<file path="config.mk">
export PLATFORM = sky130hd
export DESIGN_NAME = bitmap_range_set
export DESIGN_NICKNAME = d
export VERILOG_FILES = /design/src/bmr_pkg.sv /design/src/bmr_mem.sv /design/src/bmr_ctrl.sv /design/src/bitmap_range_set.sv
export SDC_FILE = /design/constraint.sdc
export NUM_CORES = 1
export LEC_CHECK = 0
export BUFFER_PORTS_ARGS = -buffer_cell sky130_fd_sc_hd__buf_2
export CORE_MARGIN = 2
export CORE_UTILIZATION = 44
export DETAILED_ROUTE_END_ITERATION = 6
export PLACE_DENSITY = 0.65
export SLEW_MARGIN = 20
export SYNTH_ARGS = -nofsm -noshare
export SYNTH_HDL_FRONTEND = slang
export SYNTH_HIERARCHICAL = 1
export SYNTH_SLANG_ARGS = --single-unit
</file>
<file path="constraint.sdc">
create_clock -name clk -period 3.45 [get_ports clk]
set_input_delay 0.1725 -clock clk [delete_from_list [all_inputs] [get_ports clk]]
set_output_delay 0.1725 -clock clk [all_outputs]
set_load 0.1 [all_outputs]
</file>
<file path="src/bmr_pkg.sv">
// bmr_pkg: shared types, constants and the span mask helper for the bitmap range set block
// used by bmr_mem, bmr_ctrl and bitmap_range_set
package bmr_pkg;

	localparam int BYTE_W     = 8;
	localparam int BYTE_IDX_W = 7;   // byte index of a set range end: up to 95
	localparam int START_W    = 8;
	localparam int COUNT_W    = 9;
	localparam int RIDX_W     = 5;
	localparam int END_W      = 10;  // start + count, up to 766

	// operation carried in tuser
	localparam logic FN_SET  = 1'b0;
	localparam logic FN_READ = 1'b1;

	typedef enum logic [2:0] {
		ST_IDLE,
		ST_RD,
		ST_RDW,
		ST_WALK,
		ST_DRAIN,
		ST_DONE
	} state_t;

	typedef struct packed {
		logic                  rd_en;
		logic [BYTE_IDX_W-1:0] rd_idx;
		logic                  wr_en;
		logic [BYTE_IDX_W-1:0] wr_idx;
		logic [BYTE_W-1:0]     wr_data;
	} mem_req_t;

	typedef struct packed {
		logic [BYTE_W-1:0] read_data;
		logic              clipped;
	} result_t;

	// bits of one byte covered by the range; lo is start%8, hi is end%8
	function automatic logic [BYTE_W-1:0] span_mask(input logic is_first, input logic is_last,
			input logic [2:0] lo, input logic [2:0] hi);
		logic [BYTE_W-1:0] m;
		m = 8'hFF;
		if (is_first) begin
			m = m & (8'hFF << lo);
		end
		if (is_last) begin
			m = m & (8'hFF >> (3'd0 - hi));
		end
		return m;
	endfunction

endpackage

</file>
<file path="src/bmr_mem.sv">
// bmr_mem: bitmap byte store, one read and one write port, registered read
// per-entry valid bits give the all-zero reset; depends on bmr_pkg
module bmr_mem import bmr_pkg::*; #(
	parameter int DEPTH = 32
) (
	input  logic              clk,
	input  logic              arst_n,
	input  mem_req_t          req,
	output logic [BYTE_W-1:0] rd_data
);

	localparam int AW = (DEPTH > 1) ? $clog2(DEPTH) : 1;

	logic [BYTE_W-1:0] mem_q [DEPTH];
	logic [DEPTH-1:0]  valid_q;
	logic [BYTE_W-1:0] rdata_q;
	logic              rvalid_q;
	logic [AW-1:0]     rd_addr;
	logic [AW-1:0]     wr_addr;
	logic              same_addr;

	assign rd_addr   = req.rd_idx[AW-1:0];
	assign wr_addr   = req.wr_idx[AW-1:0];
	assign same_addr = req.wr_en && (req.wr_idx == req.rd_idx);

	always_ff @(posedge clk) begin
		if (req.wr_en) begin
			mem_q[wr_addr] <= req.wr_data;
		end
		if (req.rd_en) begin
			// write-through when both ports hit the same byte
			rdata_q <= same_addr ? req.wr_data : mem_q[rd_addr];
		end
	end

	always_ff @(posedge clk or negedge arst_n) begin
		if (!arst_n) begin
			valid_q  <= '0;
			rvalid_q <= 1'b0;
		end else begin
			if (req.wr_en) begin
				valid_q[wr_addr] <= 1'b1;
			end
			if (req.rd_en) begin
				rvalid_q <= same_addr || valid_q[rd_addr];
			end
		end
	end

	// a byte never written since reset reads as zero
	assign rd_data = rvalid_q ? rdata_q : '0;

endmodule

</file>
<file path="src/bmr_ctrl.sv">
// bmr_ctrl: sequencer that decodes an item and walks the spanned bytes with
// read-modify-write passes over bmr_mem; depends on bmr_pkg
module bmr_ctrl import bmr_pkg::*; #(
	parameter int MAP_BYTES = 32
) (
	input  logic               clk,
	input  logic               arst_n,
	input  logic               in_valid,
	output logic               in_ready,
	input  logic               in_func,
	input  logic [START_W-1:0] in_start,
	input  logic [COUNT_W-1:0] in_count,
	input  logic [RIDX_W-1:0]  in_ridx,
	output logic               res_valid,
	input  logic               res_ready,
	output result_t            res,
	output mem_req_t           mem_req,
	input  logic [BYTE_W-1:0]  rd_data
);

	localparam int MapBits  = MAP_BYTES * 8;
	localparam int ClipBits = (MapBits < 1024) ? MapBits : 1023;
	localparam logic [END_W-1:0] CLIP_END = ClipBits[END_W-1:0];

	state_t state_q, state_d;

	logic                  func_q;
	logic                  ridx_ok_q;
	logic [BYTE_IDX_W-1:0] ridx_q;
	logic [BYTE_IDX_W-1:0] first_q;
	logic [BYTE_IDX_W-1:0] last_q;
	logic [BYTE_IDX_W-1:0] b_q;
	logic [2:0]            lo_q;
	logic [2:0]            hi_q;
	logic                  clip_q;
	logic [BYTE_W-1:0]     rdata_q;
	logic                  wb_valid_s2;
	logic [BYTE_IDX_W-1:0] wb_idx_s2;
	logic [BYTE_W-1:0]     wb_mask_s2;

	logic                  accept;
	logic [END_W-1:0]      end_raw;
	logic                  set_clip;
	logic [END_W-1:0]      end_c;
	logic [END_W-1:0]      end_m1;
	logic                  set_empty;
	logic                  ridx_ok;

	// decode of the incoming set range
	assign end_raw   = {2'b00, in_start} + {1'b0, in_count};
	assign set_clip  = (in_count != '0) && (end_raw > CLIP_END);
	assign end_c     = set_clip ? CLIP_END : end_raw;
	assign end_m1    = end_c - 10'd1;
	assign set_empty = (in_count == '0) || ({2'b00, in_start} >= end_c);
	assign ridx_ok   = ({27'd0, in_ridx} < 32'(MAP_BYTES));
	assign accept    = in_valid && in_ready;

	always_comb begin
		state_d         = state_q;
		in_ready        = 1'b0;
		res_valid       = 1'b0;
		mem_req.rd_en   = 1'b0;
		mem_req.rd_idx  = ridx_q;
		// write-back in the cycle after the read of the same byte
		mem_req.wr_en   = wb_valid_s2;
		mem_req.wr_idx  = wb_idx_s2;
		mem_req.wr_data = rd_data | wb_mask_s2;
		unique case (state_q)
			ST_IDLE: begin
				in_ready = 1'b1;
				if (in_valid) begin
					if (in_func == FN_READ) begin
						state_d = ST_RD;
					end else if (set_empty) begin
						state_d = ST_DONE;
					end else begin
						state_d = ST_WALK;
					end
				end
			end
			ST_RD: begin
				mem_req.rd_en = ridx_ok_q;
				state_d       = ST_RDW;
			end
			ST_RDW: begin
				state_d = ST_DONE;
			end
			ST_WALK: begin
				mem_req.rd_en  = 1'b1;
				mem_req.rd_idx = b_q;
				if (b_q == last_q) begin
					state_d = ST_DRAIN;
				end
			end
			ST_DRAIN: begin
				state_d = ST_DONE;
			end
			ST_DONE: begin
				res_valid = 1'b1;
				if (res_ready) begin
					state_d = ST_IDLE;
				end
			end
			default: begin
				state_d = ST_IDLE;
			end
		endcase
	end

	assign res.read_data = rdata_q;
	assign res.clipped   = clip_q;

	always_ff @(posedge clk or negedge arst_n) begin
		if (!arst_n) begin
			state_q     <= ST_IDLE;
			wb_valid_s2 <= 1'b0;
		end else begin
			state_q     <= state_d;
			wb_valid_s2 <= (state_q == ST_WALK);
		end
	end

	always_ff @(posedge clk) begin
		if (accept) begin
			func_q    <= in_func;
			ridx_ok_q <= ridx_ok;
			ridx_q    <= {2'b00, in_ridx};
			first_q   <= {2'b00, in_start[7:3]};
			last_q    <= end_m1[9:3];
			b_q       <= {2'b00, in_start[7:3]};
			lo_q      <= in_start[2:0];
			hi_q      <= end_c[2:0];
			clip_q    <= (in_func == FN_READ) ? 1'b0 : set_clip;
			rdata_q   <= '0;
		end else if (state_q == ST_WALK) begin
			b_q <= b_q + 7'd1;
		end
		if (state_q == ST_RDW) begin
			rdata_q <= ridx_ok_q ? rd_data : '0;
		end
		wb_idx_s2  <= b_q;
		wb_mask_s2 <= span_mask(b_q == first_q, b_q == last_q, lo_q, hi_q);
	end

	a_wb_in_range: assert property (@(posedge clk) disable iff (!arst_n)
		wb_valid_s2 |-> (wb_idx_s2 <= last_q) && (wb_idx_s2 >= first_q))
		else $error("write-back outside the set range");

	a_no_accept_during_wb: assert property (@(posedge clk) disable iff (!arst_n)
		accept |-> !wb_valid_s2)
		else $error("new word taken while a write-back is pending");

	a_drain_has_wb: assert property (@(posedge clk) disable iff (!arst_n)
		(state_q == ST_DRAIN) |-> wb_valid_s2)
		else $error("drain without the last write-back");

	a_read_no_clip: assert property (@(posedge clk) disable iff (!arst_n)
		(res_valid && (func_q == FN_READ)) |-> !res.clipped)
		else $error("clip flag on a read result");

	a_set_zero_data: assert property (@(posedge clk) disable iff (!arst_n)
		(res_valid && (func_q == FN_SET)) |-> (res.read_data == '0))
		else $error("nonzero data on a set result");

endmodule

</file>
<file path="src/bitmap_range_set.sv">
// bitmap_range_set: top level, stream ports, output register, sequencer and byte store
// depends on bmr_pkg, bmr_ctrl and bmr_mem
//
// channel  | dir | fields (lsb first)
// s_*      | in  | tuser: func; tdata: start_bit[7:0], bit_count[16:8], read_index[21:17]
// m_*      | out | tdata: read_data[7:0], clipped[8]
//
// read: read and wait states, then the result; set: walks the spanned bytes, then drains;
// zero or empty set: straight to the result. the walk does one read-modify-write per byte
// through the single write port of the byte store, one item at a time.
// reset clears per-byte valid bits at once; no clearing pass is needed.
// a finished result waits in the output register while the next word is taken.
module bitmap_range_set import bmr_pkg::*; #(
	parameter int MAP_BYTES = 32
) (
	input  logic        clk,
	input  logic        arst_n,
	input  logic        s_tvalid,
	output logic        s_tready,
	input  logic [23:0] s_tdata,   // start_bit, bit_count, read_index, zero pad
	input  logic [0:0]  s_tuser,   // func
	output logic        m_tvalid,
	input  logic        m_tready,
	output logic [15:0] m_tdata    // read_data, clipped, zero pad
);

	localparam int Depth = (MAP_BYTES < 96) ? MAP_BYTES : 96;

	mem_req_t          mem_req;
	logic [BYTE_W-1:0] rd_data;
	logic              res_valid;
	logic              res_ready;
	result_t           res;
	logic              m_valid_q;
	result_t           m_res_q;

	bmr_ctrl #(
		.MAP_BYTES(MAP_BYTES)
	) u_ctrl (
		.clk      (clk),
		.arst_n   (arst_n),
		.in_valid (s_tvalid),
		.in_ready (s_tready),
		.in_func  (s_tuser[0]),
		.in_start (s_tdata[7:0]),
		.in_count (s_tdata[16:8]),
		.in_ridx  (s_tdata[21:17]),
		.res_valid(res_valid),
		.res_ready(res_ready),
		.res      (res),
		.mem_req  (mem_req),
		.rd_data  (rd_data)
	);

	bmr_mem #(
		.DEPTH(Depth)
	) u_mem (
		.clk    (clk),
		.arst_n (arst_n),
		.req    (mem_req),
		.rd_data(rd_data)
	);

	assign res_ready = !m_valid_q || m_tready;

	always_ff @(posedge clk or negedge arst_n) begin
		if (!arst_n) begin
			m_valid_q <= 1'b0;
		end else if (res_ready) begin
			m_valid_q <= res_valid;
		end
	end

	always_ff @(posedge clk) begin
		if (res_valid && res_ready) begin
			m_res_q <= res;
		end
	end

	assign m_tvalid = m_valid_q;
	assign m_tdata  = {7'd0, m_res_q.clipped, m_res_q.read_data};

endmodule
</file>
==> results.ini <==
[run_status]
status = complete, no violations

[sta]
hold_viol = 0
setup_violations = 0
clock.fmax_mhz = 305
drv_slew = 0
period_share_pct = 95.1
clock_skew_ns = 0.0301
tightest_slew_ns = 0.992
tns_ns = 0
rsz0062_at_grt = no
layout_min_cycle_time_ns = 3.28
slew_headroom_pct = 33.6

[yosys]
ys_async_sr_fraction_pct = 10.4
syn-instance-count = 1018
yosysWarnings = 6
ys_seq_area_share_pct = 67.5
syn-cell-area_um2 = 15700
ys_ff_latch = 365
postSynthAreaPerCell_um2 = 15.4
synth_ff_type = edfxtp_1
yosys.cell_types.count = 69
synth_edf_count = 310

[placement]
hpwl_mm = 21.5
port_buffers = 37
gp_congestion = 0.867
dp.cells = 1498
place_area_um2 = 16400

[route]
vias = 8829
vias_per_cell = 5.56
route.detailed.drc = 0
route.met3.wl_mm = 1.52
wirelength_mm = 33.6
antenna_left = 0
drtIter0Drc = 665
avgRoutedWirePerCell_um = 21.1
highest_layer = met4
met2_length_mm = 16.3
wl_met1_mm = 14.7
drt-pass1-iter-count = 5

[setup_path]
criticalPathCategory = primary input to flip-flop
crit_slowest_cell = dlygate4sd3_1
worstPathArrival_ns = 3.67
worstSetupEndpointType = flip-flop
cp-start-kind = primary input
cp_cell_sequence = dlygate4sd3_1 > buf_2 > ha_2 > nand4_1 > a21o_1 > and3_1 > a2111oi_4 > buf_4 > nand2_1 > ha_1 > a211oi_2 > o21ai_0 > a211o_1 > a41oi_2 > o32ai_1
cpPeakStageDelay_ns = 0.52
crit_start = s_tdata[7]
required_ns = 3.84
path_max_fanout = 7
r2r-end = u_mem/rdata_q[7]
reg2reg_depth = 11
crit-reg2reg-launch = u_ctrl/state_q[0]
setup.reg_to_reg.worst_slack_ns = 0.25
endpoint = u_ctrl/state_q[2]

[power_and_ir_drop]
power_per_cell_area_nw_per_um2 = 732
p_leak_uw = 0.00571
vdd_drop_max_v = 0.000363

[clock_network]
cts_buffer_depth = 3
cts_root_buffer = clkbuf_16
tritoncts = built
cts-buffers-inserted = 38
clk_pin_slew_ns = 0.06
cts_max_level = 2
clk_latency_ns = 0.53
cts.sinks = 365

[global_route]
grt_max_degree = 39
grt_usage_pct = 18.2
overflow = 0
antenna_found_initial = 0
grt_pass1_wl_mm = 50.8
grt_pass1_vias = 8567

[layout]
design_area_um2 = 17800
area_delta_synth_final_pct = 13.6
final_core_util_pct = 50.5
antennaDiodeCount = 0
final_cells = 1587
drive_gt1_share_pct = 20.2
num-fill-cells = 2891
final_nets = 1147

[worst_hold_path]
hold_path_class = primary input to flip-flop
min_from = s_tvalid
holdPathStages = 4

[floorplanning]
die_w_um = 193
die_h_um = 193
start_util_pct = 44.5
fp-row-count = 69
die_area_um2 = 37200
io_pins = 47
fp.coreArea_um2 = 35300

[flow_run]
maxCapViolCount = 0

-- Yosys cell counts (all sizes together), types with 19 or more instances --
library cell / number / area [um2]
edfxtp: 310 / 9310
mux2i: 132 / 1320
nand2: 47 / 176
nor2: 47 / 181
or2: 43 / 269
buf: 42 / 379
dfrtp: 38 / 951
a22oi: 34 / 255
a21oi: 25 / 125
and2: 23 / 149
ha: 20 / 250
clkbuf: 19 / 71.3
xnor2: 19 / 166
-- how the worst min path moves through the flow --
stage,endpoint,slack (ns)
after floorplan,m_tvalid,-0.12
after global placement,u_ctrl/ridx_q[4],0.36
after detailed placement,u_ctrl/ridx_q[4],0.35
after CTS,u_ctrl/state_q[0],0.03
after global routing,u_ctrl/state_q[0],0.04
final,u_ctrl/state_q[0],0.05
-- cells in the final DEF, fill, tap and decap left out, types with 8 or more instances in the layout --
| cell | count |
|---|---|
| edfxtp_1 | 310 |
| mux2i_1 | 132 |
| nand2_1 | 45 |
| nor2_1 | 45 |
| or2_2 | 43 |
| clkbuf_16 | 39 |
| dfrtp_1 | 38 |
| buf_2 | 37 |
| buf_4 | 37 |
| a22oi_1 | 34 |
| a21oi_1 | 25 |
| and2_1 | 21 |
| xnor2_1 | 19 |
| ha_1 | 18 |
| a22o_1 | 17 |
| dfxtp_1 | 17 |
| dlygate4sd3_1 | 16 |
| nand3_1 | 13 |
| a221oi_2 | 13 |
| o21ai_0 | 12 |
| xor2_1 | 9 |
| clkinv_1 | 8 |
| clkbuf_1 | 8 |
| inv_1 | 8 |
| and3_1 | 8 |
| nand4_1 | 8 |
| o22ai_1 | 8 |
| o41ai_2 | 8 |
-- layout make-up --
class,count,area [um2],share of cell area (%)
Sequential cell,365,10600,59.4
Multi-Input combinational cell,590,4700,26.4
Clock buffer,49,1030,5.80
Timing Repair Buffer,94,703,3.94
Tap cell,461,577,3.23
Clock inverter,20,183,1.02
Inverter,8,30.0,0.168
-- stage by stage --
| stage | hold WS [ns] | setup WS, ns | total power (uW) |
|---|---|---|---|
| after floorplan | -0.123 | 0.274 | 8300 |
| after global placement | 0.357 | 0.0993 | 9070 |
| after detailed placement | 0.351 | -0.0296 | 9130 |
| after CTS | 0.0315 | 0.0123 | 13100 |
| after global routing | 0.0405 | 0.00287 | 13600 |
| final | 0.0471 | 0.168 | 13100 |
-- worst max-delay path: cells and delay by family --
family,cells,cell delay (ns)
buffers and inverters,3,0.87
AO/OA/AOI/OAI,7,1.50
AND/OR/NAND/NOR,3,0.43
adder cells (fa/ha/maj),2,0.69
-- layer usage --
layer / up-vias / global-route usage, %
met5: - / 0
met2: 226 / 29.5
met4: 0 / 6.34
met1: 4484 / 25.2
li1: 4060 / -
met3: 59 / 2.60
-- sequential cells by signal, indices dropped and copies added, names as in the netlist --
register            flops
u_ctrl/wb_mask_s2       8
u_ctrl/rdata_q          8
u_mem/rvalid_q          1
m_tdata                 9
u_mem/mem_q           256
u_ctrl/clip_q           1
u_mem/rdata_q           8
u_ctrl/last_q           7
u_ctrl/state_q          3
u_ctrl/wb_idx_s2        7
u_ctrl/lo_q             3
u_mem/valid_q          32
m_tvalid                1
u_ctrl/b_q              7
u_ctrl/hi_q             3
u_ctrl/wb_valid_s2      1
u_ctrl/first_q          5
u_ctrl/ridx_q           5
-- cells by family after synthesis --
family	Yosys count	share of synthesized area (%)
simple gates	235	8.03
compound gates	158	8.46
other cells	1	0.0239
flops	365	67.5
fa+ha+maj	21	1.72
mux	141	9.61
xor+xnor	28	1.56
buf+inv	69	3.06
-- report_power, final --
group / internal, uW / total [uW] / switching (uW)
combinational: 1310 / 3460 / 2140
sequential: 5350 / 5640 / 294
clock: 2340 / 3960 / 1620
total: 9000 / 13100 / 4050
-- timing repair --
| item | CTS | global route |
|---|---|---|
| hold buffers | 16 | 0 |
| endpoints found under the setup margin | 0 | 8 |
| endpoints found under the hold margin | 54 | 0 |
| gates resized for setup | 0 | 8 |
| setup buffers | 0 | 3 |
No activity file was read; power rests on OpenSTA's default activity.
